===== config.mk =====
export PLATFORM = sky130hd
export DESIGN_NAME = quoted_word_line_lexer_core_flat
export DESIGN_NICKNAME = d
export VERILOG_FILES = /design/src/rtl/core/qwl_pkg.sv /design/src/rtl/core/qwl_byte_if.sv /design/src/rtl/core/qwl_event_if.sv /design/src/rtl/core/quoted_word_line_lexer_core.sv /design/src/flat_wrapper.sv
export SDC_FILE = /design/constraint.sdc
export NUM_CORES = 1
export LEC_CHECK = 0
export ABC_AREA = 1
export BUFFER_PORTS_ARGS = -buffer_cell sky130_fd_sc_hd__buf_4
export CAP_MARGIN = 30
export CORE_ASPECT_RATIO = 0.9
export CORE_UTILIZATION = 25
export CTS_BUF_LIST = sky130_fd_sc_hd__clkbuf_4
export CTS_CLUSTER_DIAMETER = 80
export DETAILED_ROUTE_END_ITERATION = 6
export HOLD_SLACK_MARGIN = 0.08
export PLACE_DENSITY = 0.5
export RECOVER_POWER = 25
export SLEW_MARGIN = 20
export SYNTH_ARGS = -nofsm -noshare
export SYNTH_HDL_FRONTEND = slang
export SYNTH_SLANG_ARGS = --single-unit

===== constraint.sdc =====
create_clock -name clk -period 2.2 [get_ports clk]
set_clock_uncertainty 0.1 [all_clocks]
set_input_delay 0.44 -clock clk [delete_from_list [all_inputs] [get_ports clk]]
set_output_delay 0.44 -clock clk [all_outputs]
set_load 0.1 [all_outputs]

===== src/rtl/core/qwl_pkg.sv =====
// Shared types and codes of the quoted word line lexer.
`timescale 1ns / 1ps

package qwl_pkg;

    typedef enum logic [2:0] {
        MODE_BETWEEN = 3'd0,
        MODE_WORD    = 3'd1,
        MODE_SEMI    = 3'd2,
        MODE_QUOTE   = 3'd3,
        MODE_ESC     = 3'd4,
        MODE_HEX2    = 3'd5,
        MODE_DISCARD = 3'd6
    } lex_mode_t;

    localparam logic [1:0] EV_BEGIN = 2'd0;
    localparam logic [1:0] EV_CHAR  = 2'd1;
    localparam logic [1:0] EV_END   = 2'd2;

    localparam logic [1:0] ST_OK    = 2'd0;
    localparam logic [1:0] ST_EMPTY = 2'd1;
    localparam logic [1:0] ST_BAD   = 2'd2;

    localparam logic [7:0] CH_TAB       = 8'h09;
    localparam logic [7:0] CH_NEWLINE   = 8'h0a;
    localparam logic [7:0] CH_SPACE     = 8'h20;
    localparam logic [7:0] CH_QUOTE     = 8'h27;
    localparam logic [7:0] CH_SEMI      = 8'h3b;
    localparam logic [7:0] CH_BACKSLASH = 8'h5c;
    localparam logic [7:0] CH_UNDERLINE = 8'h5f;
    localparam logic [7:0] CH_LOWER_N   = 8'h6e;
    localparam logic [7:0] CH_LOWER_T   = 8'h74;
    localparam logic [7:0] CH_DELETE    = 8'h7f;

    typedef struct packed {
        logic [1:0] event_res;
        logic [7:0] char_value;
        logic [1:0] line_status;
        logic       continued;
        logic       last;
    } result_t;

endpackage


===== src/rtl/core/qwl_byte_if.sv =====
// Input channel carrying one raw byte per beat.
`timescale 1ns / 1ps

interface qwl_byte_if;
    logic       valid;
    logic       ready;
    logic [7:0] in_byte;

    modport source (output valid, output in_byte, input ready);
    modport sink (input valid, input in_byte, output ready);
endinterface


===== src/rtl/core/qwl_event_if.sv =====
// Output channel carrying one lexer event per beat.
`timescale 1ns / 1ps

interface qwl_event_if;
    logic       valid;
    logic       ready;
    logic [1:0] event_res;
    logic [7:0] char_value;
    logic [1:0] line_status;
    logic       continued;
    logic       last;

    modport source (output valid, output event_res, output char_value, output line_status,
                    output continued, output last, input ready);
    modport sink (input valid, input event_res, input char_value, input line_status,
                  input continued, input last, output ready);
endinterface


===== src/rtl/core/quoted_word_line_lexer_core.sv =====
// Quoted word line lexer: splits a byte stream into word, character and line-end events.
`timescale 1ns / 1ps

// The lexer takes one byte per cycle while its output register is free and its holding
// register empty, and decodes it in a single pass into at most two events, which go to an
// output register. A byte that causes two events, such as the first character of a word or
// a byte following a lone hex escape digit, parks its second event in the holding register,
// and the input is held off until that event has moved into the output register. The output
// register lets a new byte be taken in the same cycle as the previous event is delivered.
module quoted_word_line_lexer_core (
    input  logic                clk,
    input  logic                rst_n,
    qwl_byte_if.sink            bytes,
    qwl_event_if.source         tokens
);

    qwl_pkg::lex_mode_t mode_reg;
    qwl_pkg::lex_mode_t mode_next;
    logic [3:0]         hex_reg;
    logic [3:0]         hex_next;
    logic               has_word_reg;
    logic               has_word_next;

    qwl_pkg::result_t   out_reg;
    logic               out_valid_reg;
    qwl_pkg::result_t   hold_reg;
    logic               hold_valid_reg;

    qwl_pkg::result_t   res0;
    qwl_pkg::result_t   res1;
    logic [1:0]         res_count;

    logic [7:0]         b;
    logic               accept;
    logic               out_free;

    logic               hex_ok;
    logic [3:0]         hex_val;

    logic               q_emit;
    logic               q_end;
    qwl_pkg::lex_mode_t q_mode;

    assign b        = bytes.in_byte;
    assign out_free = !out_valid_reg || tokens.ready;
    assign bytes.ready = out_free && !hold_valid_reg;
    assign accept   = bytes.valid && bytes.ready;

    always_comb
    begin
        hex_ok  = 1'b0;
        hex_val = 4'd0;
        if (b inside {[8'h30:8'h39]})
        begin
            hex_ok  = 1'b1;
            hex_val = b[3:0];
        end
        else if (b inside {[8'h61:8'h66]})
        begin
            hex_ok  = 1'b1;
            hex_val = b[3:0] + 4'd9;
        end
    end

    // Handling of a byte inside a quoted span.
    always_comb
    begin
        q_emit = 1'b0;
        q_end  = 1'b0;
        q_mode = qwl_pkg::MODE_QUOTE;
        if (b == qwl_pkg::CH_NEWLINE)
        begin
            q_end  = 1'b1;
            q_mode = qwl_pkg::MODE_BETWEEN;
        end
        else if (b < qwl_pkg::CH_SPACE || b >= qwl_pkg::CH_DELETE)
        begin
            q_mode = qwl_pkg::MODE_DISCARD;
        end
        else if (b == qwl_pkg::CH_QUOTE)
        begin
            q_mode = qwl_pkg::MODE_WORD;
        end
        else if (b == qwl_pkg::CH_BACKSLASH)
        begin
            q_mode = qwl_pkg::MODE_ESC;
        end
        else
        begin
            q_emit = 1'b1;
        end
    end

    always_comb
    begin
        mode_next     = mode_reg;
        hex_next      = hex_reg;
        has_word_next = has_word_reg;
        res0          = '0;
        res1          = '0;
        res_count     = 2'd0;

        case (mode_reg)
            qwl_pkg::MODE_SEMI:
            begin
                if (b == qwl_pkg::CH_NEWLINE)
                begin
                    res0.event_res   = qwl_pkg::EV_END;
                    res0.line_status = has_word_reg ? qwl_pkg::ST_OK : qwl_pkg::ST_EMPTY;
                    res0.continued   = 1'b1;
                    res_count        = 2'd1;
                    mode_next        = qwl_pkg::MODE_BETWEEN;
                    hex_next         = 4'd0;
                    has_word_next    = 1'b0;
                end
                else
                begin
                    mode_next = qwl_pkg::MODE_DISCARD;
                end
            end
            qwl_pkg::MODE_QUOTE:
            begin
                mode_next = q_mode;
                if (q_end)
                begin
                    res0.event_res   = qwl_pkg::EV_END;
                    res0.line_status = qwl_pkg::ST_BAD;
                    res_count        = 2'd1;
                    hex_next         = 4'd0;
                    has_word_next    = 1'b0;
                end
                else if (q_emit)
                begin
                    res0.event_res  = qwl_pkg::EV_CHAR;
                    res0.char_value = b;
                    res_count       = 2'd1;
                end
            end
            qwl_pkg::MODE_ESC:
            begin
                if (b == qwl_pkg::CH_BACKSLASH || b == qwl_pkg::CH_QUOTE ||
                    b == qwl_pkg::CH_LOWER_N || b == qwl_pkg::CH_LOWER_T ||
                    b == qwl_pkg::CH_UNDERLINE)
                begin
                    res0.event_res = qwl_pkg::EV_CHAR;
                    case (b)
                        qwl_pkg::CH_LOWER_N:   res0.char_value = qwl_pkg::CH_NEWLINE;
                        qwl_pkg::CH_LOWER_T:   res0.char_value = qwl_pkg::CH_TAB;
                        qwl_pkg::CH_UNDERLINE: res0.char_value = qwl_pkg::CH_SPACE;
                        default:               res0.char_value = b;
                    endcase
                    res_count = 2'd1;
                    mode_next = qwl_pkg::MODE_QUOTE;
                end
                else if (hex_ok)
                begin
                    hex_next  = hex_val;
                    mode_next = qwl_pkg::MODE_HEX2;
                end
                else if (b == qwl_pkg::CH_NEWLINE)
                begin
                    res0.event_res   = qwl_pkg::EV_END;
                    res0.line_status = qwl_pkg::ST_BAD;
                    res_count        = 2'd1;
                    mode_next        = qwl_pkg::MODE_BETWEEN;
                    hex_next         = 4'd0;
                    has_word_next    = 1'b0;
                end
                else
                begin
                    mode_next = qwl_pkg::MODE_DISCARD;
                end
            end
            qwl_pkg::MODE_HEX2:
            begin
                res0.event_res = qwl_pkg::EV_CHAR;
                res_count      = 2'd1;
                hex_next       = 4'd0;
                if (hex_ok)
                begin
                    res0.char_value = {hex_reg, hex_val};
                    mode_next       = qwl_pkg::MODE_QUOTE;
                end
                else
                begin
                    res0.char_value = {4'd0, hex_reg};
                    mode_next       = q_mode;
                    if (q_end)
                    begin
                        res1.event_res   = qwl_pkg::EV_END;
                        res1.line_status = qwl_pkg::ST_BAD;
                        res_count        = 2'd2;
                        has_word_next    = 1'b0;
                    end
                    else if (q_emit)
                    begin
                        res1.event_res  = qwl_pkg::EV_CHAR;
                        res1.char_value = b;
                        res_count       = 2'd2;
                    end
                end
            end
            qwl_pkg::MODE_DISCARD:
            begin
                if (b == qwl_pkg::CH_NEWLINE)
                begin
                    res0.event_res   = qwl_pkg::EV_END;
                    res0.line_status = qwl_pkg::ST_BAD;
                    res_count        = 2'd1;
                    mode_next        = qwl_pkg::MODE_BETWEEN;
                    hex_next         = 4'd0;
                    has_word_next    = 1'b0;
                end
            end
            default:
            begin
                if (b == qwl_pkg::CH_SPACE || b == qwl_pkg::CH_TAB)
                begin
                    mode_next = qwl_pkg::MODE_BETWEEN;
                end
                else if (b == qwl_pkg::CH_NEWLINE)
                begin
                    res0.event_res   = qwl_pkg::EV_END;
                    res0.line_status = has_word_reg ? qwl_pkg::ST_OK : qwl_pkg::ST_EMPTY;
                    res_count        = 2'd1;
                    mode_next        = qwl_pkg::MODE_BETWEEN;
                    hex_next         = 4'd0;
                    has_word_next    = 1'b0;
                end
                else if (b == qwl_pkg::CH_SEMI)
                begin
                    mode_next = (mode_reg == qwl_pkg::MODE_WORD) ? qwl_pkg::MODE_DISCARD
                                                                 : qwl_pkg::MODE_SEMI;
                end
                else if (b <= qwl_pkg::CH_SPACE || b >= qwl_pkg::CH_DELETE)
                begin
                    mode_next = qwl_pkg::MODE_DISCARD;
                end
                else if (mode_reg != qwl_pkg::MODE_WORD)
                begin
                    res0.event_res = qwl_pkg::EV_BEGIN;
                    has_word_next  = 1'b1;
                    if (b == qwl_pkg::CH_QUOTE)
                    begin
                        res_count = 2'd1;
                        mode_next = qwl_pkg::MODE_QUOTE;
                    end
                    else
                    begin
                        res1.event_res  = qwl_pkg::EV_CHAR;
                        res1.char_value = b;
                        res_count       = 2'd2;
                        mode_next       = qwl_pkg::MODE_WORD;
                    end
                end
                else if (b == qwl_pkg::CH_QUOTE)
                begin
                    mode_next = qwl_pkg::MODE_QUOTE;
                end
                else
                begin
                    res0.event_res  = qwl_pkg::EV_CHAR;
                    res0.char_value = b;
                    res_count       = 2'd1;
                end
            end
        endcase

        if (res_count == 2'd2)
        begin
            res1.last = 1'b1;
        end
        else
        begin
            res0.last = 1'b1;
        end
    end

    always_ff @(posedge clk or negedge rst_n)
    begin
        if (!rst_n)
        begin
            mode_reg     <= qwl_pkg::MODE_BETWEEN;
            hex_reg      <= 4'd0;
            has_word_reg <= 1'b0;
        end
        else if (accept)
        begin
            mode_reg     <= mode_next;
            hex_reg      <= hex_next;
            has_word_reg <= has_word_next;
        end
    end

    always_ff @(posedge clk or negedge rst_n)
    begin
        if (!rst_n)
        begin
            out_valid_reg  <= 1'b0;
            hold_valid_reg <= 1'b0;
        end
        else if (hold_valid_reg && out_free)
        begin
            out_valid_reg  <= 1'b1;
            hold_valid_reg <= 1'b0;
        end
        else if (accept)
        begin
            out_valid_reg  <= (res_count != 2'd0);
            hold_valid_reg <= (res_count == 2'd2);
        end
        else if (tokens.ready)
        begin
            out_valid_reg <= 1'b0;
        end
    end

    always_ff @(posedge clk)
    begin
        if (hold_valid_reg && out_free)
        begin
            out_reg <= hold_reg;
        end
        else if (accept)
        begin
            out_reg  <= res0;
            hold_reg <= res1;
        end
    end

    assign tokens.valid       = out_valid_reg;
    assign tokens.event_res   = out_reg.event_res;
    assign tokens.char_value  = out_reg.char_value;
    assign tokens.line_status = out_reg.line_status;
    assign tokens.continued   = out_reg.continued;
    assign tokens.last        = out_reg.last;

endmodule

===== src/flat_wrapper.sv =====
// flat-port wrapper written by rule: the top's interface ports become plain ports
module quoted_word_line_lexer_core_flat 
  (clk, rst_n, bytes_valid, bytes_in_byte, bytes_ready, tokens_valid, tokens_event_res, tokens_char_value, tokens_line_status, tokens_continued, tokens_last, tokens_ready);
  qwl_byte_if bytes_i ();
  qwl_event_if tokens_i ();
  input  logic clk;
  input  logic rst_n;
  input wire logic [$bits(bytes_i.valid)-1:0] bytes_valid;
  input wire logic [$bits(bytes_i.in_byte)-1:0] bytes_in_byte;
  output wire logic [$bits(bytes_i.ready)-1:0] bytes_ready;
  output wire logic [$bits(tokens_i.valid)-1:0] tokens_valid;
  output wire logic [$bits(tokens_i.event_res)-1:0] tokens_event_res;
  output wire logic [$bits(tokens_i.char_value)-1:0] tokens_char_value;
  output wire logic [$bits(tokens_i.line_status)-1:0] tokens_line_status;
  output wire logic [$bits(tokens_i.continued)-1:0] tokens_continued;
  output wire logic [$bits(tokens_i.last)-1:0] tokens_last;
  input wire logic [$bits(tokens_i.ready)-1:0] tokens_ready;
  assign bytes_i.valid = bytes_valid;
  assign bytes_i.in_byte = bytes_in_byte;
  assign bytes_ready = bytes_i.ready;
  assign tokens_valid = tokens_i.valid;
  assign tokens_event_res = tokens_i.event_res;
  assign tokens_char_value = tokens_i.char_value;
  assign tokens_line_status = tokens_i.line_status;
  assign tokens_continued = tokens_i.continued;
  assign tokens_last = tokens_i.last;
  assign tokens_i.ready = tokens_ready;
  quoted_word_line_lexer_core u_core (.clk(clk), .rst_n(rst_n), .bytes(bytes_i), .tokens(tokens_i));
endmodule

==> flow_metrics.py <==
metrics = {
    "timing": {
        "period_share_pct": 90.9,
        "setup_violations": 0,
        "min_period_ns": 2.00,
        "setup_tns_ns": 0,
        "max_slew_margin_pct": 57.0,
        "rsz0062_at_grt": "false",
        "final-max-slew-violation-count": 0,
        "finalHoldViolCount": 0,
        "holdWs_ns": 0.180,
        "fmax_mhz": 500,
        "tightest_slew_ns": 0.645,
        "setup_ws_ns": 0.201,
    },
    "status": {
        "status": "complete, no violations",
    },
    "worst_hold_path": {
        "hp-class": "in -> reg",
        "whs_endpoint": "u_core.tokens.valid$_DFFE_PN0P_",
        "hold_depth": 3,
        "hp-start": "bytes_valid",
    },
    "power": {
        "p_leak_nw": 1.60,
        "pwr_density_cell_nw_per_um2": 1320,
        "ir_drop_mv": 0.633,
        "p_total_mw": 4.40,
    },
    "critical_path": {
        "reg2reg_setup_slack_ns": 0.22,
        "cp_slowest_cell": "ha_1",
        "critical_path.max_fanout": 5,
        "crit_arrival_ns": 2.15,
        "reg2reg_from": "u_core.mode_reg[1]$_DFFE_PN0P_",
        "startpoint_type": "input pin",
        "crit_top_cell": "nand2_1",
        "critical-path-top-delay-family": "buffers and inverters",
        "path_cells": "buf_4 > inv_1 > ha_1 > clkbuf_1 > nand2_4 > nor2_8 > clkbuf_1 > nor3_1 > nor2_1 > nand2_1 > inv_2 > o21ai_2 > nand2_1 > nand2_1",
        "cp.buffers_inverters": 5,
        "crit_start": "bytes_in_byte[0]",
        "path_class": "in -> reg",
        "cpPeakStageDelay_ns": 0.22,
        "critPathCaptureType": "flop",
        "rr_worst_depth": 10,
        "required_ns": 2.35,
        "r2r-end": "u_core.hold_reg[5]$_DFFE_PP_",
    },
    "die": {
        "dieArea_um2": 10700,
        "die_y_um": 98.4,
        "initial_core_util_pct": 26.2,
        "ioPinCount": 28,
        "die_w_um": 109,
        "core_um2": 9830,
        "num_rows": 34,
    },
    "final_layout": {
        "syn2layout_area_growth_pct": 29.6,
        "layout-drive-gt1-share_pct": 28.8,
        "layoutNonFillerInstCount": 550,
        "fin_area_um2": 3340,
        "final_util_pct": 34.0,
        "antennaDiodeCount": 0,
        "largest_reg_flops": 12,
        "nets": 442,
    },
    "global_route": {
        "grt_max_degree": 15,
        "overflow": 0,
        "grt_antenna_before_repair": 0,
        "grt_pass1_vias": 2588,
        "grt.total_usage_pct": 15.6,
        "grt_pass1_wl_mm": 12.9,
    },
    "clock_tree": {
        "cts_tree": "yes",
        "path_clk_slew_ns": 0.13,
        "post_cts_buffers": 0,
        "insertion_delay_ns": 0.36,
        "clockBufferDepth": 2,
        "cts_buffers": 5,
        "clockRootBuffer": "clkbuf_4",
        "cts.sinks": 36,
        "cts_max_level": 2,
    },
    "synthesis": {
        "synth_area_um2": 2580,
        "synth_cells": 349,
        "syn_avg_cell_area_um2": 7.39,
        "ys_seq_area_share_pct": 40.0,
        "ys_warn_count": 0,
        "ys_types": 42,
        "ys_ff_latch": 36,
        "syn_nets": 368,
    },
    "placed_design": {
        "port_buffers": 27,
        "pre_cts_slack_ns": -0.155,
        "dp.cells": 541,
        "placed_area_um2": 3280,
        "gp_congestion": 0.900,
        "hpwl_mm": 6.29,
    },
    "drt": {
        "route.detailed.drc": 0,
        "vias": 2592,
        "viasPerCell": 4.71,
        "first_iter_violations": 187,
        "wl_mm": 7.79,
        "drt_pre_antenna_iters": 4,
        "wl_per_cell_um": 14.2,
        "ant_nets": 0,
    },
    "run": {
        "cap_violations": 0,
    },
}
worst min-delay path, cell delays in order:
cell and delay (ns):
buf_4 0.08, nand2_1 0.05, nand2_1 0.05
report_power, final:
| part | internal [mW] | switching (mW) |
|---|---|---|
| Combinational | 0.646 | 2.04 |
| Clock | 0.251 | 0.254 |
| Sequential | 1.09 | 0.113 |
| Total | 1.99 | 2.41 |
per-layer routing:
metal	track usage, %	vias up	routed length (um)
li1	-	1294	-
met3	1.94	5	278
met4	4.05	0	57
met5	0	-	0
met1	22.3	1245	3940
met2	24.8	48	3510
repair_timing:
item,CTS,global route
setup endpoints to repair,0,4
hold endpoints to repair,10,0
hold buffers,1,0
resized for setup,0,1
cells in the final DEF (no fill, tap or decap), types with 9 or more instances in the layout:
cell	count
nand2_1	87
inv_1	40
nand3_1	27
dfrtp_1	9
buf_4	60
nor2_1	45
edfxtp_1	26
o21ai_1	10
o21ai_0	16
nand2_2	11
cells in the mapped netlist (all sizes together):
library cell	count	area, um2
a211oi	1	7.51
a21boi	1	7.51
a21oi	8	43.8
a22o	1	8.76
a22oi	1	7.51
a31oi	2	18.8
buf	2	18.8
clkbuf	2	11.3
clkinv	1	3.75
conb	1	3.75
dfrtp	10	250
edfxtp	26	781
ha	7	87.6
inv	52	198
nand2	99	399
nand3	30	165
nand4	2	12.5
nor2	55	258
nor3	4	25.0
o2111ai	2	17.5
o211ai	3	22.5
o21ai	31	174
o21bai	1	7.51
o22ai	4	25.0
o31ai	1	7.51
o32ai	1	8.76
or2	1	8.76
cell type report:
class | instances | area [um2]
timing repair buffer | 71 | 522
multi-input combinational | 256 | 1340
tap | 126 | 158
inverter | 53 | 209
fill | 1058 | 6480
clock buffer | 6 | 45.0
sequential | 36 | 1030
clock inverter | 2 | 35.0
worst max path at each step:
stage                                            endpoint  slack (ns)  cells after the start
CTS                          u_core.hold_reg[5]$_DFFE_PP_        0.18                     10
global route        u_core.tokens.char_value[4]$_DFFE_PP_        0.03                     14
finish                      u_core.hex_reg[1]$_DFFE_PN0P_        0.20                     14
floorplan                   u_core.hex_reg[0]$_DFFE_PN0P_       -0.24                     12
detailed placement  u_core.tokens.char_value[4]$_DFFE_PP_       -0.15                     14
global placement    u_core.tokens.char_value[4]$_DFFE_PP_       -0.17                     14
cell families (layout without fill, tap and decap cells):
family	count (synthesis)	count (layout)	synth area share, %
flip-flops	36	36	40.0
adder cells (fa/ha/maj)	7	7	3.40
AND/OR/NAND/NOR	191	191	33.7
AO/OA/AOI/OAI	57	57	13.8
other	1	1	0.145
buffers and inverters	57	132	8.98
No activity file was read; power rests on OpenSTA's default activity.
